--- config.mk ---
export PLATFORM = sky130hd
export DESIGN_NAME = ara_ctrl
export DESIGN_NICKNAME = d
export VERILOG_FILES = /design/src/rtl/core/ara_pkg.sv /design/src/rtl/core/ara_ctrl.sv
export VERILOG_INCLUDE_DIRS = /design/src /design/src/rtl/core
export SDC_FILE = /design/constraint.sdc
export NUM_CORES = 1
export LEC_CHECK = 0
export BUFFER_PORTS_ARGS = -buffer_cell sky130_fd_sc_hd__buf_2
export CAP_MARGIN = 20
export CELL_PAD_IN_SITES_DETAIL_PLACEMENT = 1
export CELL_PAD_IN_SITES_GLOBAL_PLACEMENT = 1
export CORE_AREA = 2 2 53 55
export DETAILED_ROUTE_END_ITERATION = 12
export DIE_AREA = 0 0 55 57
export PLACE_DENSITY = 0.79
export SYNTH_ARGS = -nofsm -noshare
export SYNTH_HDL_FRONTEND = slang
export SYNTH_SLANG_ARGS = --single-unit
--- constraint.sdc ---
create_clock -name i_clk -period 2.7 [get_ports i_clk]
set_input_delay 0 -clock i_clk [delete_from_list [all_inputs] [get_ports i_clk]]
set_output_delay 0 -clock i_clk [all_outputs]
set_load 0.02 [all_outputs]
--- src/rtl/core/assert_macros.svh ---
// assertion macros shared by the allocator rtl
// no dependencies; included by the modules that carry checks
`ifndef ASSERT_MACROS_SVH
`define ASSERT_MACROS_SVH
`ifndef SYNTHESIS
// property holds at every rising clock edge outside reset
`define AR_ASSERT(label, clk, rst_n, prop) \
    label: assert property (@(posedge clk) disable iff (!rst_n) prop) \
        else $error("allocator check failed");
// condition never seen outside reset
`define AR_NEVER(label, clk, rst_n, cond) \
    label: assert property (@(posedge clk) disable iff (!rst_n) !(cond)) \
        else $error("allocator forbidden condition");
`else
`define AR_ASSERT(label, clk, rst_n, prop)
`define AR_NEVER(label, clk, rst_n, cond)
`endif
`endif

--- src/rtl/core/ara_pkg.sv ---
// shared types and constants of the address range allocator
// no dependencies; imported by every allocator module
package ara_pkg;

    localparam int PAGE_BITS   = 36;
    localparam int MAX_RANGES  = 64;
    localparam int CFG_W       = 36;
    localparam int ORD_W       = 5;
    localparam int CFG_IDX_W   = 1;
    localparam int IDX_W       = $clog2(MAX_RANGES);
    localparam int CNT_W       = $clog2(MAX_RANGES + 1);
    localparam int ABS_W       = ((PAGE_BITS > CFG_W) ? PAGE_BITS : CFG_W) + 2;
    localparam longint SIZE_RESET = 64'd1048576;

    localparam logic [CFG_IDX_W-1:0] CFG_BASE = 1'b0;
    localparam logic [CFG_IDX_W-1:0] CFG_SIZE = 1'b1;

    typedef enum logic [1:0] {
        STS_OK      = 2'd0,
        STS_INVALID = 2'd1,
        STS_NO_GAP  = 2'd2,
        STS_FULL    = 2'd3
    } t_status;

    // commands from the controller
    typedef struct packed {
        logic    latch;
        logic    pre;
        logic    ld;
        logic    ev;
        logic    walk;
        logic    idx_inc;
        logic    grant;
        logic    shift;
        logic    put;
        logic    fail;
        t_status code;
        logic    addr_up;
    } t_cmd;

    // status back from the datapath
    typedef struct packed {
        logic zero_n;
        logic op;
        logic spec_bad;
        logic idx_zero;
        logic idx_at_count;
        logic hit;
        logic fit;
        logic more;
        logic full;
    } t_dp_stat;

endpackage

--- src/rtl/core/ara_ctrl.sv ---
// allocator controller: sequences check, walk, insert and result strobe
// depends on ara_pkg and assert_macros.svh
`include "assert_macros.svh"
module ara_ctrl import ara_pkg::*; (
    input  logic     i_clk,
    input  logic     i_rst_n,
    input  logic     start,
    output logic     busy,
    output logic     o_cfg_ready,
    output logic     o_result_valid,
    input  t_dp_stat i_stat,
    output t_cmd     o_cmd
);

    typedef enum logic [10:0] {
        ST_IDLE   = 11'b000_0000_0001,
        ST_PRE    = 11'b000_0000_0010,
        ST_CHK    = 11'b000_0000_0100,
        ST_RD     = 11'b000_0000_1000,
        ST_LD     = 11'b000_0001_0000,
        ST_EV     = 11'b000_0010_0000,
        ST_DEC    = 11'b000_0100_0000,
        ST_GRANT  = 11'b000_1000_0000,
        ST_INS_RD = 11'b001_0000_0000,
        ST_INS_LD = 11'b010_0000_0000,
        ST_DONE   = 11'b100_0000_0000
    } t_state;

    t_state r_state;
    t_state n_state;

    always_ff @(posedge i_clk) begin
        if (!i_rst_n) begin
            r_state <= ST_IDLE;
        end else begin
            r_state <= n_state;
        end
    end

    always_comb begin
        n_state = r_state;
        o_cmd   = '0;
        o_cmd.code = STS_OK;
        unique case (r_state)
            ST_IDLE: begin
                if (start) begin
                    o_cmd.latch = 1'b1;
                    n_state     = ST_PRE;
                end
            end
            ST_PRE: begin
                o_cmd.pre = 1'b1;
                n_state   = ST_CHK;
            end
            ST_CHK: begin
                if (i_stat.zero_n || (i_stat.op && i_stat.spec_bad)) begin
                    o_cmd.fail = 1'b1;
                    o_cmd.code = STS_INVALID;
                    n_state    = ST_DONE;
                end else begin
                    n_state = ST_RD;
                end
            end
            ST_RD: begin
                o_cmd.addr_up = i_stat.op;
                if (i_stat.op && i_stat.idx_at_count) begin
                    n_state = ST_GRANT;
                end else begin
                    n_state = ST_LD;
                end
            end
            ST_LD: begin
                o_cmd.ld = 1'b1;
                n_state  = ST_EV;
            end
            ST_EV: begin
                o_cmd.ev = 1'b1;
                n_state  = ST_DEC;
            end
            ST_DEC: begin
                if (i_stat.op) begin
                    if (i_stat.hit) begin
                        o_cmd.fail = 1'b1;
                        o_cmd.code = STS_INVALID;
                        n_state    = ST_DONE;
                    end else begin
                        o_cmd.idx_inc = 1'b1;
                        n_state       = ST_RD;
                    end
                end else if (i_stat.fit) begin
                    n_state = ST_GRANT;
                end else if (i_stat.idx_zero) begin
                    o_cmd.fail = 1'b1;
                    o_cmd.code = STS_NO_GAP;
                    n_state    = ST_DONE;
                end else begin
                    o_cmd.walk = 1'b1;
                    n_state    = ST_RD;
                end
            end
            ST_GRANT: begin
                if (i_stat.full) begin
                    o_cmd.fail = 1'b1;
                    o_cmd.code = STS_FULL;
                    n_state    = ST_DONE;
                end else begin
                    o_cmd.grant = 1'b1;
                    n_state     = ST_INS_RD;
                end
            end
            ST_INS_RD: begin
                if (i_stat.idx_zero) begin
                    o_cmd.put = 1'b1;
                    n_state   = ST_DONE;
                end else begin
                    n_state = ST_INS_LD;
                end
            end
            ST_INS_LD: begin
                if (i_stat.more) begin
                    o_cmd.shift = 1'b1;
                    n_state     = ST_INS_RD;
                end else begin
                    o_cmd.put = 1'b1;
                    n_state   = ST_DONE;
                end
            end
            ST_DONE: begin
                n_state = ST_IDLE;
            end
            default: begin
                n_state = ST_IDLE;
            end
        endcase
    end

    assign busy           = (r_state != ST_IDLE);
    assign o_cfg_ready    = (r_state == ST_IDLE);
    assign o_result_valid = (r_state == ST_DONE);

    `AR_ASSERT(a_done_to_idle, i_clk, i_rst_n, (r_state == ST_DONE) |=> (r_state == ST_IDLE))
    `AR_ASSERT(a_accept_pre, i_clk, i_rst_n, (start && !busy) |=> (r_state == ST_PRE))
    `AR_NEVER(a_fail_and_put, i_clk, i_rst_n, o_cmd.fail && o_cmd.put)

endmodule

* Word-level counts from Yosys, hierarchy flattened *
Index checks and enable logic that the tools add are counted.

word-level totals
  flip-flop bits (word level) = 11
  input port bits = 12
  output and inout bits = 16

cells by class
  equality and inequality tests = 13
  multiplexer cells = 37
  reductions and logical operators = 3

operators by type and width
  cell                  count
  $pmux 11 s10          1
  $mux 11               9
  $mux 3                6
  $mux 1                17
  $eq 11x1->1 const B   1
  $eq 11x10->1 const B  1
  $eq 11x11->1 const B  1
  $eq 11x2->1 const B   1
  $eq 11x3->1 const B   1
  $eq 11x4->1 const B   1
  $eq 11x5->1 const B   1
  $eq 11x6->1 const B   1
  $eq 11x7->1 const B   1
  $eq 11x8->1 const B   1
  $eq 11x9->1 const B   1
  $ne 11x1->1 const B   1
  $pmux 3 s3            1
  $mux 8                1
  $logic_and 1x1->1     2
  $mux 2                1
  $ne 2x2->1 const B    1
  $pmux 1 s2            1
  $logic_or 1x1->1      1

* Longest topological paths before layout *
Gate-level depths: netlist of run 1.

  depth after elaboration = 4
  mapped depth = 6
  depth with buffers taken out = 4

* Worst setup path after synthesis of run 1 *
OpenSTA, ideal clock, no wires.

  kind = reg2reg
  from = register r_state[2]
  to = register r_state[8]
  arrival time = 2.017 ns
  required time = 2.641 ns
  path slack = 0.624 ns
  cell stages (with the launch flop) = 7
  path buffers = 2
  clock period less this slack = 2.076 ns
  cell sequence = dfxtp_1 > buf_6 > or4_4 > buf_6 > or4_4 > nor4b_4 > o21ba_1

on the way
  longest elaborated chain between the ends = 2
  elaborated cells on any way between the ends = 12
  classes of those cells = eq/ne: 11; mux: 1

ends and longest elaborated chain
  element                                            RTL line        RTL
  from (decl)                                        ara_ctrl.sv:29  t_state r_state;
  from (signal assigned)                             ara_ctrl.sv:36  r_state <= n_state;
  $eq 11x10->1 (tied with other cells)               ara_ctrl.sv:44  unique case (r_state)
  $pmux 11 s10 / $ne 2x2->1 (equally long branches)  -

Several ways; a longest one is shown, not always the timed one.
A chain may end at the register's enable or synchronous reset.

* Worst setup path in the final report of run 1 *
  from = register r_state[7]
  to = register r_state[8]

Same word-level chain as after synthesis.

==> flow_summary_export.csv, run 1 <==
group,metric,value,unit
yosys,synthesis.nets,123,
timing,finalCritPeriodShare,84.1,%
drt,drt_wl_total,2.42,mm
worst_setup_path,worstSetupStartpointType,"flop",
yosys,yosysSeqAreaShare,26.2,%
global_routing,grt_max_degree,14,
hold_path,min_path_type,"input port to flop",
placement,globalplace.congestion,0.879,
worst_setup_path,required,2.88,ns
timing,finalCriticalPeriod,2.27,ns
power,p_seq_share,45.1,%
global_routing,grt_pass1_wl,4.35,mm
yosys,syn-cell-area,842,um^2
worst_setup_path,end_kind,"flop",
clock_network,cts_setup_buffers,0,
placement,port_buffers,27,
timing,skew,0.0119,ns
power,p_total,0.384,mW
timing,clock.fmax,0.440,GHz
yosys,netlist_instances,111,
worst_setup_path,r2r-end,"r_state[8]",
power,power.internal,0.259,mW
clock_network,cts.sinks,11,
clock_network,hold_buffers,0,
drt,drt-initial-drc-count,13,
job,maxCapViolations,0,
worst_setup_path,arrival,2.46,ns
timing,worstMarginPinSlew,0.621,ns
cells_and_area,fin_util,38.3,%
floorplanning,die_x,55,um
floorplanning,start_util,32.2,%
worst_setup_path,rr_worst_depth,4,
timing,relSlewSlack,58.1,%
timing,hold_viol_final,0,
global_routing,grtUsageMet1,27.6,%
yosys,synth_top_area_cell,"dfxtp_1",
drt,ant_nets,0,
clock_network,path_clk_slew,0.09,ns
yosys,postSynthAreaPerCell,7.59,um^2
floorplanning,dieArea,3140,um^2
power,clkPwrFrac,31.5,%
cells_and_area,areaGrowthSynthToFinish,18.9,%
drt,vias,938,
power,vdd_drop_max,209,uV
drt,drt_first_pass_iters,4,
power,p_leak,0.497,nW
yosys,async_flop_share,0,%
drt,viasPerCell,5.65,
drt,drc,0,
run_status,status,"completed",
yosys,ys_types,36,
global_routing,antenna_found_initial,0,
power,powerDensity,383,nW/um^2
clock_network,htreeDepth,1,
cells_and_area,register_area,220,um^2
clock_network,cts_resized,0,
worst_setup_path,critPathKind,"flop to flop",
clock_network,clock-root-buffer,"clkbuf_4",
worst_setup_path,r2r_slack,0.43,ns
cells_and_area,instances_no_fill,166,
cells_and_area,fin_nets,148,
timing,setup_violations,0,
clock_network,cts_made_buffers,3,
global_routing,grt-ovfl-total,0,
floorplanning,io_pins,28,
worst_setup_path,r2r_start,"r_state[7]",
global_routing,grt_util_all_layers,18.6,%
timing,setup_tns,0,ns
worst_setup_path,cp-startpoint,"r_state[7]",
cells_and_area,largest_register_ff_count,11,
clock_network,clockBufferDepth,2,
cells_and_area,drive_above_1_share,25.2,%
timing,rsz0062_at_grt,"false",
cells_and_area,reg.largest.list,"r_state: 11 flops",
yosys,postSynthRegisterBits,11,
cells_and_area,top_register,"r_state",
floorplanning,die_h,57,um
timing,slew_violations,0,
floorplanning,row_count,19,
yosys,synthFlopType,"dfxtp_1",
cells_and_area,final.fill_count,359,
power,combPwrFrac,23.4,%
yosys,synth_commonest_cells,"12 x nor2_1, 11 x dfxtp_1, 8 x o21ai_0, 6 x nor2b_1",
power,switching_share,32.6,%
cells_and_area,antennaDiodeCount,0,
drt,wire_per_inst,14.5,um
global_routing,met3_usage,4.45,%
hold_path,holdPathEnd,"r_state[5]",
placement,dp_hpwl,1.89,mm
hold_path,min_from,"i_rst_n",
yosys,ys_warn_count,0,
yosys,synth_area_leaders,"dfxtp_1 26%, nor2_1 5.3%, o21ai_0 4.8%",
floorplanning,design.core.area,2620,um^2
placement,place_inst,162,
global_routing,grt_pass1_vias,907,
worst_setup_path,crit_fanout,13,
yosys,synth_edf_count,0,
global_routing,use_met2,26.2,%
yosys,synth.most_common_cell,"nor2_1",
yosys,synth_top_area_share,26.2,%
power,switching_power,0.125,mW
clock_network,cts_tree,"built",
global_routing,busiest_layer,"met1",
hold_path,worstHoldPathCells,2,
cells_and_area,multi_input_area,566,um^2
clock_network,clk_latency,0.28,ns
## per-layer routing
| metal | wire length (um) | vias up |
|---|---|---|
| met4 | 29 | 0 |
| met5 | 0 | - |
| met3 | 105 | 5 |
| li1 | - | 460 |
| met1 | 1080 | 450 |
| met2 | 1200 | 23 |
## how the worst max path moves through the flow
stage,end,slack [ns]
3_3_place_gp,r_state[8],0.56
4_1_cts,r_state[8],0.44
5_1_grt,r_state[8],0.26
3_5_place_dp,r_state[8],0.46
2_1_floorplan,r_state[8],0.62
6_report,r_state[8],0.43
## layout make-up
| cell class | instances | share of cell area, % |
|---|---|---|
| clock buffers | 4 | 2.63 |
| flip-flops and latches | 11 | 22.0 |
| repair buffers | 27 | 13.5 |
| multi-input cells | 89 | 56.5 |
| well taps | 31 | 3.88 |
| inverters | 4 | 1.50 |
## cell families after synthesis
group           share of synthesized area (%)
compound gates                           18.3
buf+inv                                  6.69
simple gates                             46.8
flops                                    26.2
xor+xnor                                 2.08
## worst max-delay path, cell delays in order, from the launching register on
cell and delay (ns):
dfxtp_1 0.43, nor4_1 0.56, nand4_1 0.35, o21ai_0 0.61, o21ba_1 0.23
## metrics by stage
| stage | instance area (um^2) | hold WS (ns) | setup slack [ns] |
|---|---|---|---|
| after global routing | 1000 | 0.0199 | 0.257 |
| after CTS | 1000 | 0.0222 | 0.439 |
| after global placement | 975 | 0.293 | 0.562 |
| after floorplan | 842 | 0.0422 | 0.624 |
| final | 1000 | 0.0235 | 0.428 |
| after detailed placement | 975 | 0.309 | 0.456 |
## power groups by stage
stage / Sequential (mW) / Combinational [mW] / Clock, mW
5_1_grt: 0.174 / 0.101 / 0.131
2_1_floorplan: 0.174 / 0.0645 / 0
4_1_cts: 0.173 / 0.0904 / 0.120
3_3_place_gp: 0.177 / 0.0876 / 0
6_report: 0.173 / 0.0897 / 0.121
3_5_place_dp: 0.177 / 0.0900 / 0
## cell usage in the layout (no fill, tap or decap), types with 2 or more instances in the layout
master	synthesis	routed
or4_1	2	2
and2_1	2	2
or3_1	2	2
nand2_1	5	5
inv_1	4	4
nand3b_1	4	4
or4_4	2	2
nor2_1	12	12
nor4_1	4	4
a21oi_1	5	5
nor3_1	5	5
o21bai_1	2	2
buf_2	0	27
and4b_1	2	2
o211a_1	2	2
xor2_1	2	2
clkbuf_4	0	3
dfxtp_1	11	11
and3_1	3	3
o21ai_0	8	8
nor2b_1	6	6
o211ai_1	2	2
nand4_1	3	3
nand3_1	4	4
Note: power is estimated with default switching activity, not from simulation.
==> inputs of run 2 (changes only) <==
--- a/config.mk
+++ b/config.mk
@@ -10,10 +10,10 @@
 export CAP_MARGIN = 20
 export CELL_PAD_IN_SITES_DETAIL_PLACEMENT = 1
 export CELL_PAD_IN_SITES_GLOBAL_PLACEMENT = 1
-export CORE_AREA = 2 2 53 55
+export CORE_AREA = 2 2 56 58
 export DETAILED_ROUTE_END_ITERATION = 12
-export DIE_AREA = 0 0 55 57
-export PLACE_DENSITY = 0.79
+export DIE_AREA = 0 0 58 60
+export PLACE_DENSITY = 0.74
 export SYNTH_ARGS = -nofsm -noshare
 export SYNTH_HDL_FRONTEND = slang
 export SYNTH_SLANG_ARGS = --single-unit
==> constraint.sdc (replaced) <==
create_clock -name i_clk -period 2.02 [get_ports i_clk]
set_input_delay 0 -clock i_clk [delete_from_list [all_inputs] [get_ports i_clk]]
set_output_delay 0 -clock i_clk [all_outputs]
set_load 0.02 [all_outputs]
==> run 2 against run 1 <==
Net effect:
- the flow now finishes with violations (setup timing)
- sequential power grew 32%
- clock skew shrank 0.0084 ns
- critical path depth is the same
- routed wire length grew 15%
- critical path type is now flop to output pin
- largest power group unchanged
==> flow_summary_export.csv, run 2 (synthesis results as in run 1) <==
group,metric,value,unit
floorplanning,io_pins,28,
cells_and_area,drive_above_1_share,40.9,%
hold_path,min_from,"i_rst_n",
worst_setup_path,critPathKind,"flop to output pin",
job,maxCapViolations,0,
worst_setup_path,critPathMaxStageDelay,0.56,ns
run_status,violations,"setup timing",
floorplanning,start_util,29.0,%
global_routing,grt_pass1_vias,1051,
floorplanning,row_count,20,
placement,port_buffers,27,
cells_and_area,final_cell_mix,"24 x buf_2, 15 x buf_4, 12 x nor2_1",
worst_setup_path,crit_chain,"or4_4, or4_4, nor4b_4, buf_4",
clock_network,path_clk_slew,0.08,ns
worst_setup_path,cp_slowest_cell,"or4_4",
cells_and_area,top_register,"r_state",
global_routing,grt-ovfl-total,0,
cells_and_area,final_cell_area,1180,um^2
hold_path,min_path_type,"input port to flop",
floorplanning,die_x,58,um
cells_and_area,largest_register_ff_count,11,
power,clkPwrFrac,29.6,%
timing,worstMarginPinSlew,0.417,ns
clock_network,cts_tree,"built",
global_routing,grt_util_all_layers,17.5,%
global_routing,antenna_found_initial,0,
worst_setup_path,required,2.02,ns
cells_and_area,register_area,226,um^2
global_routing,grt_pass1_wl,4.68,mm
drt,drt_first_pass_iters,4,
power,combPwrFrac,29.0,%
clock_network,clock-root-buffer,"clkbuf_4",
worst_setup_path,end_kind,"output pin",
worst_setup_path,path_buf_inv,1,
floorplanning,design.core.area,2900,um^2
timing,finalCriticalPeriod,2.07,ns
worst_setup_path,worstSetupStartpointType,"flop",
timing,slew_violations,0,
clock_network,clk_latency,0.28,ns
power,p_leak,0.564,nW
power,switching_power,0.180,mW
drt,vias,982,
timing,setup_violations,3,
global_routing,grt_max_degree,11,
cells_and_area,reg.largest.list,"r_state: 11 flops",
floorplanning,die_h,60,um
power,vdd_drop_max,309,uV
timing,skew,0.00352,ns
placement,dp_hpwl,2.10,mm
drt,viasPerCell,5.40,
cells_and_area,fin_util,40.6,%
timing,hold_viol_final,0,
power,switching_share,32.5,%
worst_setup_path,crit_fanout,4,
timing,setup_tns,-0.0615,ns
worst_setup_path,cp-startpoint,"r_state[2]",
timing,relSlewSlack,71.9,%
worst_setup_path,arrival,2.07,ns
power,p_seq_share,41.4,%
cells_and_area,final_common_cell,"buf_2",
power,power.internal,0.373,mW
timing,fin_ws,-0.0528,ns
placement,place_area,1060,um^2
clock_network,clockBufferDepth,2,
cells_and_area,final.fill_count,381,
drt,drt_wl_total,2.78,mm
timing,rsz0062_at_grt,"true",
worst_setup_path,r2r_start,"r_state[2]",
power,powerDensity,468,nW/um^2
placement,globalplace.congestion,0.828,
worst_setup_path,path_common_cell,"or4_4",
floorplanning,dieArea,3480,um^2
worst_setup_path,cp_top_family,"simple AND/OR/NAND/NOR gates",
drt,ant_nets,0,
timing,finalCritPeriodShare,103,%
cells_and_area,multi_input_area,617,um^2
timing,clock.fmax,0.482,GHz
drt,wire_per_inst,15.3,um
run_status,status,"complete, but fails checks",
cells_and_area,antennaDiodeCount,0,
clock_network,cts.sinks,11,
clock_network,htreeDepth,1,
clock_network,cts_made_buffers,3,
drt,drt-initial-drc-count,9,
cells_and_area,areaGrowthSynthToFinish,40.1,%
cells_and_area,fin_nets,162,
drt,drc,0,
## run 2: cell count changes in the layout (fill, tap and decap cells not counted), sizes merged
cell / before / now
dlygate4sd3: 0 / 1
buf: 27 / 40
## run 2: final timing paths
kind	end	slack (ns)	cells past startpoint
worst max-delay path	o_cmd[6]	-0.05	4
worst min-delay path	r_state[5]	0.008	2
worst max register to register	r_state[8]	0.20	4
worst min register to register	r_state[9]	0.60	2
## run 2: worst reg2reg max path, stage by stage, from the launching register on
cell	delay, ns
dfxtp_2	0.33
or4_4	0.56
or4_4	0.47
nor4b_4	0.25
o21ba_1	0.16
## run 2: area by class of cell
cell class / count / area share, %
Inverter: 4 / 1.27
Sequential cell: 11 / 19.2
Clock buffer: 4 / 2.23
Multi-Input combinational cell: 89 / 52.3
Timing Repair Buffer: 41 / 21.5
Tap cell: 33 / 3.50
## run 2: per-stage QoR
| step | setup slack (ns) | hold WS (ns) | power (mW) | cells |
|---|---|---|---|---|
| after detailed placement | 0.168 | 0.303 | 0.373 | 174 |
| after floorplan | -0.0563 | 0.0422 | 0.319 | 111 |
| after global routing | -0.0945 | 0.0141 | 0.582 | 182 |
| after CTS | -0.0563 | 0.00561 | 0.548 | 182 |
| final | -0.0528 | 0.00759 | 0.552 | 182 |
| after global placement | 0.219 | 0.289 | 0.368 | 174 |
## run 2: metal layers
| metal | GRT usage [%] | share of wire, % |
|---|---|---|
| met5 | 0 | 0 |
| met4 | 8.31 | 1.3 |
| met3 | 2.60 | 2.9 |
| met2 | 31.3 | 51 |
| met1 | 20.3 | 44 |
## run 2: power by group through the flow
stage	Sequential, mW	Clock [mW]	Combinational [mW]
after CTS	0.228	0.164	0.156
after global placement	0.234	0	0.134
final	0.229	0.164	0.160
after floorplan	0.233	0	0.0864
after detailed placement	0.235	0	0.138
after global routing	0.229	0.178	0.174
## run 2: timing repair
action / CTS / global route
hold buffers: 1 / 0
setup endpoints to repair: 8 / 7
resized for setup: 14 / 3
pin swaps: 1 / 1
buffers inserted: 3 / 0
hold endpoints to repair: 1 / 0
